--- src/hw/rtl/stbs_pkg.sv ---
// Shared package for the sorted table binary search core.
// Holds table sizes, item codes and the controller/datapath interface structs.
// No dependencies.
package stbs_pkg;

  localparam int TABLE_DEPTH = 256;
  localparam int DATA_WIDTH = 32;
  localparam int ADDR_W = $clog2(TABLE_DEPTH);
  localparam int CNT_W = ADDR_W + 1;
  localparam int PTR_W = ADDR_W + 2;
  localparam int MODE_W = 2;

  localparam logic OP_WRITE = 1'b0;
  localparam logic OP_SEARCH = 1'b1;

  localparam logic [MODE_W-1:0] MODE_FIRST = 2'd1;
  localparam logic [MODE_W-1:0] MODE_LAST = 2'd2;

  typedef struct packed {
    logic wr;
    logic start;
    logic issue;
    logic step;
    logic publish;
  } stbs_cmd_t;

  typedef struct packed {
    logic live;
    logic next_live;
    logic stop;
  } stbs_stat_t;

endpackage

--- src/hw/rtl/stbs_ctrl.sv ---
// Controller state machine of the sorted table binary search core.
// Depends on stbs_pkg; drives the datapath through stbs_cmd_t.
module stbs_ctrl (
  input  logic               clk,
  input  logic               rst,
  input  logic               in_valid,
  input  logic               in_op,
  output logic               in_ready,
  output logic               out_valid,
  input  logic               out_ready,
  input  stbs_pkg::stbs_stat_t stat,
  output stbs_pkg::stbs_cmd_t  cmd
);

  typedef enum logic [3:0] {
    ST_IDLE   = 4'b0001,
    ST_ISSUE  = 4'b0010,
    ST_PROBE  = 4'b0100,
    ST_FINISH = 4'b1000
  } state_t;

  state_t state;
  state_t state_next;
  logic   out_valid_next;
  logic   accept;

  assign in_ready = (state == ST_IDLE);
  assign accept = in_valid && in_ready;

  always_comb begin
    state_next = state;
    cmd = '0;
    case (state)
      ST_IDLE: begin
        if (accept) begin
          if (in_op == stbs_pkg::OP_SEARCH) begin
            cmd.start = 1'b1;
            state_next = ST_ISSUE;
          end else begin
            cmd.wr = 1'b1;
          end
        end
      end
      ST_ISSUE: begin
        cmd.issue = 1'b1;
        state_next = stat.live ? ST_PROBE : ST_FINISH;
      end
      ST_PROBE: begin
        cmd.step = 1'b1;
        if (stat.stop || !stat.next_live) begin
          state_next = ST_FINISH;
        end
      end
      ST_FINISH: begin
        if (!out_valid || out_ready) begin
          cmd.publish = 1'b1;
          state_next = ST_IDLE;
        end
      end
      default: begin
        state_next = ST_IDLE;
      end
    endcase
  end

  always_comb begin
    out_valid_next = out_valid;
    if (cmd.publish) begin
      out_valid_next = 1'b1;
    end else if (out_ready) begin
      out_valid_next = 1'b0;
    end
  end

  always_ff @(posedge clk) begin
    if (rst) begin
      state <= ST_IDLE;
      out_valid <= 1'b0;
    end else begin
      state <= state_next;
      out_valid <= out_valid_next;
    end
  end

endmodule

--- config.mk ---
export PLATFORM = sky130hd
export DESIGN_NAME = stbs_ctrl
export DESIGN_NICKNAME = d
export VERILOG_FILES = /design/src/hw/rtl/stbs_pkg.sv /design/src/hw/rtl/stbs_ctrl.sv
export SDC_FILE = /design/constraint.sdc
export NUM_CORES = 1
export LEC_CHECK = 0
export BUFFER_PORTS_ARGS = -buffer_cell sky130_fd_sc_hd__buf_2
export CAP_MARGIN = 30
export CORE_AREA = 2 2 39 41
export DETAILED_ROUTE_END_ITERATION = 12
export DIE_AREA = 0 0 41 43
export PLACE_DENSITY = 0.58
export SYNTH_ARGS = -nofsm -noshare
export SYNTH_HDL_FRONTEND = slang
export SYNTH_SLANG_ARGS = --single-unit
export TNS_END_PERCENT = 10
--- constraint.sdc ---
create_clock -name clk -period 1.8 [get_ports clk]
set_clock_uncertainty 0.1 [all_clocks]
set_input_delay 0.18 -clock clk [delete_from_list [all_inputs] [get_ports clk]]
set_output_delay 0.18 -clock clk [all_outputs]
set_load 0.01 [all_outputs]
=== After elaboration in Yosys (flattened, before gate mapping) ===
Index checks and enable logic that the tools add are counted.
W data, S select, Z words.

* Bits in registers: 5
* Bits in latches: 0
* RAM bits: 0
* ROM bits: 0
* Bits of input ports: 8
* Output and inout bits: 7
* Logic and storage cells: 33
* Memories kept: 0

* $add $sub $neg: 0
* Multiply operators: 0
* Divide/modulo/power cells: 0
* Magnitude comparators: 0
* Equality and inequality tests: 8
* Shift operators: 0
* Multiplexer cells: 16
* Bitwise operators: 0
* Reduce and logical (&&, ||, !) cells: 7

{| class="wikitable"
|+ Operator list
! cell !! number
|-
| $mux W4 || 5
|-
| $pmux W4 S4 || 1
|-
| $mux W1 || 8
|-
| $ne A2 B2 Y1 const B || 3
|-
| $eq A4 B1 Y1 const B || 1
|-
| $eq A4 B2 Y1 const B || 1
|-
| $eq A4 B3 Y1 const B || 1
|-
| $eq A4 B4 Y1 const B || 1
|-
| $mux W2 || 2
|-
| $reduce_and A4 Y1 || 1
|-
| $logic_not A1 Y1 || 2
|-
| $logic_or A1 B1 Y1 || 2
|-
| $ne A2 B1 Y1 const B || 1
|-
| $reduce_bool A2 Y1 || 1
|-
| $logic_and A1 B1 Y1 || 1
|}

=== Logic depth before layout (Yosys ltp) ===
Gate-level depths: netlist of run 1.

* Depth after elaboration: 5
* Mapped depth: 5
* Gate-level depth less buffers: 4

=== Least setup slack after synthesis of run 1 ===
OpenSTA, ideal clock, no wires.

* Kind: register to output
* From: reg state[2]
* To: out cmd[4] in the netlist's numbering
* Data arrival time: 1279 ps
* Required time: 1520 ps
* Slack: 241 ps
* Cell stages (with the launch flop): 6
* Path buffers: 1
* Cells stage by stage: dfxtp_1 > buf_6 > or4b_4 > inv_1 > nand2_1 > nor2_1

{| class="wikitable"
|+ RTL lines
! item !! line !! text
|-
| start: declaration || stbs_ctrl.sv:22 || <nowiki>state_t state;</nowiki>
|-
| start signal: assignment || stbs_ctrl.sv:80 || <nowiki>state <= state_next;</nowiki>
|-
| end: declaration || stbs_ctrl.sv:12 || <nowiki>output stbs_pkg::stbs_cmd_t cmd</nowiki>
|}

==> results of run 1 <==
[Yosys cell counts (2+ instances only)]
cell	instances	area, sq um
a21oi_1	2	10.0
o21ai_0	3	15.0
nor4b_1	2	17.5
or4b_4	2	27.5
dfxtp_1	5	100
nor2_1	4	15.0
nand3b_1	3	22.5
nand2_1	2	7.51
[power groups by stage]
stage	logic (W)	registers, W	clock network, W
floorplan	0.0000845	0.000143	0
global placement	0.000116	0.000150	0
detailed placement	0.000118	0.000149	0
CTS	0.000121	0.000150	0.000140
global route	0.000150	0.000154	0.000148
finish	0.000137	0.000152	0.000134
[path summary, 6_finish.rpt]
path	start	end	slack (ns)	depth (start not counted)
worst max register to register	state[2]	state[3]	0.29	3
worst min-delay path	rst	state[1]	0.07	2
worst max-delay path	state[2]	cmd[3]	0.01	4
worst min register to register	state[2]	state[2]	0.43	2
[through the flow]
stage | instance area [sq um] | utilization | hold WS, ns
2_1_floorplan | 323 | - | 0.149
3_3_place_gp | 394 | 0.285 | 0.333
3_5_place_dp | 394 | 0.285 | 0.328
4_1_cts | 424 | 0.307 | 0.0710
5_1_grt | 442 | 0.319 | 0.0942
6_report | 442 | 0.319 | 0.0720
[state kept, by name, summed over array words and instances (netlist names)]
| name | flops |
|---|---|
| out_valid | 1 |
| state | 4 |
[per-layer routing]
metal  vias to the layer above  track usage  wire length, microns
met5                         -            0                     0
met4                         0       0.0400                     5
met3                         2       0.0471                    55
met2                         9        0.138                   334
met1                       150       0.0929                   314
li1                        167            -                     -
[area by class of cell]
type,instances,area (sq um)
Clock buffer,4,26.3
Fill cell,142,942
Inverter,1,3.75
Multi-Input combinational cell,28,200
Sequential cell,5,108
Tap cell,16,20.0
Timing Repair Buffer,15,83.8
[cells by family after synthesis]
group | synth area share
compound gates | 0.163
xor+xnor | 0.0271
buf+inv | 0.0698
flops | 0.310
mux | 0.0310
simple gates | 0.399
[what timing repair did]
action                                  CTS  global route
cloned                                    0             0
pin swaps                                 0             1
endpoints found under the setup margin    2             3
buffers inserted                          0             1
gates resized for setup                   4             3
endpoints found under the hold margin     0             0
==> summary.md, run 1 <==
| Metric | Value |
|---|---|
| Status | finished, final reports clean |
| Most common cell after layout, fill and taps aside | buf_2 |
| Inserted Diodes | 0 |
| Internal power | between 0.0002 and 0.0003 W |
| Nets | 62 |
| Clock Tree Buf Depth | 2 |
| Worst Hold Class | input pin to register |
| Final setup viols | 0 |
| GRT Residual Overflow | 0 |
| Setup TNS | 0 ns |
| Critical Path Start Type | register |
| Crit path buf inv count | 2 |
| Largest delay share family, worst path | simple AND/OR/NAND/NOR gates |
| Cell Rows | 14 |
| Cell Area, Synth | between 300 and 400 sq um |
| Inst Count DP | 64 |
| Critical path capture point type | output pin |
| RSZ-0062 raised after global routing | true |
| Commonest cells after routing, fill and taps aside | 13 x buf_2, 4 x nor2_1 |
| Syn-to-layout area delta | 36.8% |
| Layout cells sized above 1 | 0.491 |
| Initial DRC count | 11 |
| CP peak stage delay | roughly 0.54 ns |
| GPL Wtd Cong | about 0.66 |
| Initial Utilization | 0.233 |
| Final min period | between 1.5 and 2 ns |
| Slack of the critical path | about 0.01 ns |
| Crit share post-route | 0.994 |
| Reg power frac | 0.360 |
| Relative slew slack | 0.663 |
| Residual DRC | 0 |
| Worst Tran Pin Value | 0.498 ns |
| Cts hold-fix bufs | 0 |
| Switch Pwr | around 0.00014 W |
| DIE WIDTH | approximately 41 microns |
| CTS sink count | 5 |
| Worst-Skew Late Latency | roughly 0.25 ns |
| Final ANT Viol Nets | 0 |
| Final hold viol count | 0 |
| Type of the worst setup path | register to output pin |
| Post-synth cell types | 21 |
| WL per Instance | just over 10 microns |
| DR vias/cell | around 4.8 |
| Leak | 0.202 nW |
| First-pass iteration count of the detailed router | 4 |
| Largest net degree at the start of global routing | 10 |
| Combinational share of power | 0.323 |
| Initial antenna violation count | 0 |
| DR vias | between 300 and 400 |
| Critical Path Fanout Max | 9 |
| Critical Path RT | roughly 1.5 ns |
| Ys async rst share | 0 |
| Switching Share | 0.323 |
| Pwr Total | roughly 0.00042 W |
| Max Slew Vio Count | 0 |
| Reg clk slew, reported paths | 0.05 ns |
| Die outline area | between 1500 and 2000 sq um |
| Seq/Total Area, Yosys | 0.310 |
| Overall routing resource usage | 0.0883 |
| First-pass GRT wire length | around 1.0 mm |
| Post-Syn Area per Cell | about 9.0 sq um |
| I/O Pins | 15 |
| Core box area | approximately 1400 sq um |
| Slowest-stage cell, CP | or4b_4 |
| Syn Nets | 44 |
| Power Dens Cells | 957 nW/um^2 |
| CTS Buf Count | 3 |
| Die Y | between 40 and 50 microns |
| Cells after Synth | 36 |
| Main synth FF type | dfxtp_1 |
| Port-buffer cells | 14 |
| Vias in the first global route | between 200 and 300 |
| Yosys reg bits | 5 |
| Root Buffer | clkbuf_4 |
| Peak supply drop | roughly 0.00034 V |
| Post-Layout Cell Count | just under 70 |
| Fmax achieved | about 560 MHz |
| DP Worst Slack | 0.232 ns |
| CTS tree | yes |
| Number of synthesized flops with an enable pin | 0 |
| Arrival time at the worst endpoint | 1.51 ns |
| H-tree levels | 1 |
| Clock power share | 0.317 |
| Dpl hpwl | between 500 and 600 microns |
| Detailed Route WL | approximately 700 microns |
| Max cap viols | 0 |
| CP Cell Sequence | or4b_4 -> inv_2 -> and3_1 -> buf_2 |
| Synth Warn # | 0 |
Note: power is estimated with default switching activity, not from simulation.
==> run 2: changes to the inputs <==
CTS_CLUSTER_SIZE = 40   (was unset)
SETUP_SLACK_MARGIN = 0.3   (was unset)
==> run 2 against run 1 <==
Against the previous run: largest cell class unchanged; global-route usage up 1.7 points; final area is 7.9% higher; critical path type unchanged; highest routed layer unchanged; largest power group unchanged; critical endpoint is now cmd[0]; sequential power is essentially flat.
==> summary.md, run 2 (same netlist as run 1, synthesis figures left out) <==
| Metric | Value |
|---|---|
| Status | finished, final reports clean |
| Flip-flop count of the largest register after layout | 4 (unchanged) |
| Most flops, register | state |
| Worst R2R Start | state[1] |
| Root Buffer | clkbuf_4 |
| Final setup viols | 0 (unchanged) |
| Worst Tran Pin Value | 0.317 ns (-0.181 ns) |
| Max layer used | met4 |
| Met3 wire length | 55 microns (unchanged) |
| CTS sink count | 5 (unchanged) |
| Arrival time at the worst endpoint | 1.46 ns (-0.05 ns) |
| Worst Hold Class | input pin to register |
| Setup TNS | 0 ns (unchanged) |
| Most common cell after layout, fill and taps aside | buf_2 |
| Cell Rows | 14 (unchanged) |
| Die outline area | 1760 sq um (unchanged) |
| Final min period | 1.74 ns (-0.0489 ns) |
| Crit share post-route | 0.967 (-0.0271) |
| Met2 WL | 340 microns (+1.8%) |
| Leak | 0.215 nW (+6.4%) |
| Dpl hpwl | 502 microns (-1.6%) |
| Residual DRC | 0 (unchanged) |
| Peak supply drop | 0.000300 V (-11%) |
| CTS Buf Count | 3 (unchanged) |
| Detailed Route WL | 730 microns (+3.0%) |
| Top Registers | state: 4 flops, out_valid: 1 flops |
| Die Y | 43 microns (unchanged) |
| Critical Path RT | 1.52 ns (about the same) |
| First-pass iteration count of the detailed router | 4 (unchanged) |
| Wire length on met1 | 324 microns (+3.2%) |
| Max cap viols | 0 (unchanged) |
| Type of the worst setup path | register to output pin |
| Clock Tree Buf Depth | 2 (unchanged) |
| Power Dens Cells | 918 nW/um^2 (-4.1%) |
| Syn-to-layout area delta | 47.7% |
| Hold depth | 2 (unchanged) |
| WL per Instance | 10.3 microns (about the same) |
| Vias in the first global route | 309 (+11%) |
| H-tree levels | 1 (unchanged) |
| Initial antenna violation count | 0 (unchanged) |
| Cts hold-fix bufs | 0 (unchanged) |
| Nets | 64 (+3.2%) |
| DR vias | 329 (+0.30%) |
| Final hold viol count | 0 (unchanged) |
| Fmax achieved | 574 MHz (+2.8%) |
| Reg2reg path depth | 4 (+1) |
| Final ANT Viol Nets | 0 (unchanged) |
| CTS tree | yes |
| Critical path capture point type | output pin |
| Worst-Skew Late Latency | 0.24 ns (about the same) |
| Hold Path Sink | out_valid |
| Relative slew slack | 0.788 (+0.125) |
| Reg clk slew, reported paths | 0.04 ns (about the same) |
| First-pass GRT wire length | 1.22 mm (+18%) |
| Largest net degree at the start of global routing | 8 (-2) |
| GRT Residual Overflow | 0 (unchanged) |
| GPL Wtd Cong | 0.760 (+16%) |
| Placed Area | 403 sq um (+2.2%) |
| Worst R2R End | state[3] |
| Fin area | 477 sq um (+7.9%) |
| Initial DRC count | 2 (-9) |
| I/O Pins | 15 (unchanged) |
| Layout cells sized above 1 | 0.564 (+0.0731) |
| Critical Path Fanout Max | 6 (-3) |
| Port-buffer cells | 14 (unchanged) |
| DIE WIDTH | 41 microns (unchanged) |
| Core box area | 1380 sq um (unchanged) |
| Min-delay src | rst |
| Critical Path Start Type | register |
| Reg2Reg Setup Slack | 0.19 ns (-0.10 ns) |
| DR vias/cell | 4.63 (-2.5%) |
| Initial Utilization | 0.233 (unchanged) |
| Overall routing resource usage | 0.106 (+0.0174) |
| Max Slew Vio Count | 0 (unchanged) |
| RSZ-0062 raised after global routing | true |
| Inserted Diodes | 0 (unchanged) |
[run 2: power breakdown]
group / internal (W) / switching [W] / leakage (nW) / total (W)
clock network: 0.0000839 / 0.0000477 / 0.0150 / 0.000132
registers: 0.000130 / 0.0000237 / 0.0428 / 0.000154
logic: 0.0000829 / 0.0000693 / 0.157 / 0.000152
[run 2: layout make-up]
cell class                 count  area [sq um]
fill                         149           907
multi-input combinational     28           215
sequential                     5           113
timing repair buffer          17          98.8
clock buffer                   4          26.3
tap                           16          20.0
inverter                       1          3.75
[run 2: through the flow]
step / hold slack, ns / utilization / power (W) / instances / setup WS [ns]
2_1_floorplan: 0.149 / - / 0.000234 / 36 / 0.292
3_3_place_gp: 0.339 / 0.291 / 0.000276 / 64 / 0.236
3_5_place_dp: 0.324 / 0.291 / 0.000274 / 64 / 0.248
4_1_cts: 0.0665 / 0.328 / 0.000429 / 70 / 0.0542
5_1_grt: 0.0799 / 0.344 / 0.000475 / 71 / -0.0118
6_report: 0.0700 / 0.344 / 0.000437 / 71 / 0.0591
[run 2: layer usage]
layer,vias up,track usage
li1,169,-
met1,145,0.117
met4,0,0.0600
met2,13,0.150
met5,-,0
met3,2,0.0628
[run 2: timing repair]
action | 4_1_cts | 5_1_grt
buffers inserted | 2 | 1
endpoints found under the setup margin | 8 | 9
gates cloned | 0 | 0
resized for setup | 6 | 3
pin swaps | 2 | 2
[run 2: how the worst max path moves through the flow]
stage,from,endpoint,slack (ns),cells past startpoint
floorplan,state[2],cmd[3],0.29,4
global placement,state[1],cmd[3],0.24,4
global route,state[1],cmd[4],-0.01,5
CTS,state[2],cmd[4],0.05,5
finish,state[2],cmd[0],0.06,3
detailed placement,state[1],cmd[3],0.25,4
[run 2: worst max-delay path: stages, from the launching register on]
cell	delay, ns
dfxtp_4	0.36
or4b_4	0.55
and2b_1	0.22
buf_6	0.10
==> run 3: changes to the inputs <==
BUFFER_PORTS_ARGS = -buffer_cell sky130_fd_sc_hd__buf_4   (was -buffer_cell sky130_fd_sc_hd__buf_2)
==> run 3 against run 2 <==
Against the previous run: non-clock buffer count increased by 4; sequential cell count unchanged; critical path depth increased by 1; die area unchanged; first-iteration DRC count increased to 2.5 times the previous value; critical path type unchanged; via count increased by 4.0%.
==> summary.md, run 3 (same netlist as run 1, synthesis figures left out) <==
| Metric | Value |
|---|---|
| Status | finished, final reports clean |
| Nets | 68 (+6.3%) |
| Residual DRC | 0 (unchanged) |
| CTS sink count | 5 (unchanged) |
| Slowest-stage cell, CP | or4b_4 |
| DIE WIDTH | 41 microns (unchanged) |
| Final ANT Viol Nets | 0 (unchanged) |
| Register area | 115 sq um (+2.2%) |
| Leak | 0.241 nW (+12%) |
| Commonest cells after routing, fill and taps aside | 20 x buf_4, 4 x dfxtp_4 |
| Fmax achieved | 572 MHz (-0.38%) |
| Die outline area | 1760 sq um (unchanged) |
| Worst-Skew Late Latency | 0.24 ns (about the same) |
| Post-layout util | 0.391 (+0.0461) |
| CTS tree | yes |
| Hold depth | 2 (unchanged) |
| Detailed Route WL | 786 microns (+7.7%) |
| Critical Path Fanout Max | 4 (-2) |
| Met1 Usage GRT | 0.133 (+0.0162) |
| Critical path capture point type | output pin |
| First-pass GRT wire length | 1.19 mm (-2.3%) |
| Syn-to-layout area delta | 67.4% |
| WL per Instance | 10.5 microns (+1.9%) |
| GPL Wtd Cong | 0.762 (+0.32%) |
| Relative slew slack | 0.706 (-0.0825) |
| RSZ-0062 raised after global routing | true |
| Final setup viols | 0 (unchanged) |
| I/O Pins | 15 (unchanged) |
| Worst Hold Class | input pin to register |
| Initial antenna violation count | 0 (unchanged) |
| DR vias/cell | 4.56 (-1.6%) |
| Top Registers | state: 4 flops, out_valid: 1 flops |
| Final min period | 1.75 ns (+0.00666 ns) |
| GRT Residual Overflow | 0 (unchanged) |
| GR peak layer | met1 |
| CTS Buf Count | 3 (unchanged) |
| Flip-flop count of the largest register after layout | 4 (unchanged) |
| Multi-input logic area | 214 sq um (-0.58%) |
| Overall routing resource usage | 0.102 (-0.00402) |
| Type of the worst setup path | register to output pin |
| Port-buffer cells | 14 (unchanged) |
| Crit share post-route | 0.971 (+0.00370) |
| Setup TNS | 0 ns (unchanged) |
| Cell Rows | 14 (unchanged) |
| Max Slew Vio Count | 0 (unchanged) |
| Critical Path RT | 1.52 ns (about the same) |
| Worst Tran Pin Value | 0.436 ns (+0.118 ns) |
| Inserted Diodes | 0 (unchanged) |
| Initial DRC count | 5 (+3) |
| Vias in the first global route | 307 (-0.65%) |
| Power Dens Cells | 854 nW/um^2 (-6.9%) |
| Met2 usage | 0.131 (-0.0187) |
| DP Worst Slack | 0.238 ns (-0.0104 ns) |
| Die Y | 43 microns (unchanged) |
| Most common cell after layout, fill and taps aside | buf_4 |
| Max cap viols | 0 (unchanged) |
| Largest net degree at the start of global routing | 8 (unchanged) |
| First-pass iteration count of the detailed router | 3 (-1) |
| Met3 usage | 0.0314 (-0.0314) |
| DR vias | 342 (+4.0%) |
| CP peak stage delay | 0.54 ns (about the same) |
| Critical Path Start Type | register |
| H-tree levels | 1 (unchanged) |
| Reg2reg path depth | 5 (+1) |
| Fill count | 152 (+2.0%) |
| Final hold viol count | 0 (unchanged) |
| Core box area | 1380 sq um (unchanged) |
| Most flops, register | state |
| Layout cells sized above 1 | 0.593 (+0.0296) |
| Clock Tree Buf Depth | 2 (unchanged) |
| CP Cell Sequence | or4b_4 -> inv_2 -> and3_4 -> buf_6 |
| Dpl hpwl | 540 microns (+7.7%) |
| Slack of the critical path | 0.0524 ns (-0.00666 ns) |
| Initial Utilization | 0.233 (unchanged) |
| Arrival time at the worst endpoint | 1.47 ns (about the same) |
| Reg clk slew, reported paths | 0.05 ns (about the same) |
| Peak supply drop | 0.000431 V (+44%) |
| Root Buffer | clkbuf_4 |
| Cts hold-fix bufs | 0 (unchanged) |
[run 3: path summary, 6_finish.rpt]
path | from | to | slack [ns]
hold reg to reg | out_valid | out_valid | 0.45
hold / removal | rst | out_valid | 0.05
setup / recovery | state[2] | cmd[3] | 0.05
setup reg to reg | state[1] | state[3] | 0.20
[run 3: area by class of cell]
class                   count  share of cell area
multi-input cells          28               0.396
repair buffers             21               0.299
flip-flops and latches      5               0.213
clock buffers               4              0.0486
well taps                  16              0.0370
inverters                   1             0.00694
[run 3: through the flow]
step | total power [W] | hold slack [ns] | instances | area [sq um]
final | 0.000462 | 0.0483 | 75 | 541
after global routing | 0.000489 | 0.0493 | 75 | 541
after CTS | 0.000459 | 0.0381 | 74 | 522
after detailed placement | 0.000290 | 0.298 | 64 | 438
after global placement | 0.000291 | 0.297 | 64 | 438
after floorplan | 0.000234 | 0.149 | 36 | 332
[run 3: metal layers]
metal | part of all wire | up-vias | wire (microns)
li1 | - | 176 | -
met1 | 0.46 | 156 | 363
met2 | 0.46 | 8 | 358
met3 | 0.073 | 2 | 57
met4 | 0.0076 | 0 | 6
met5 | 0 | - | 0
[run 3: power by group]
part	leakage, nW	switching (W)	total (W)	internal, W
clock network	0.0150	0.0000475	0.000131	0.0000839
logic	0.183	0.0000704	0.000177	0.000106
registers	0.0430	0.0000248	0.000154	0.000129
[run 3: worst max-delay path: cells and delay by family (launching register included)]
kind | cells | cell delay (ns)
AND/OR/NAND/NOR | 2 | 0.71
buffers and inverters | 2 | 0.17
flip-flops | 1 | 0.35
[run 3: timing repair]
item	CTS	global route
endpoints found under the setup margin	7	9
endpoints found under the hold margin	0	0
pin swaps	1	3
buffers inserted	6	1
gates resized for setup	7	3
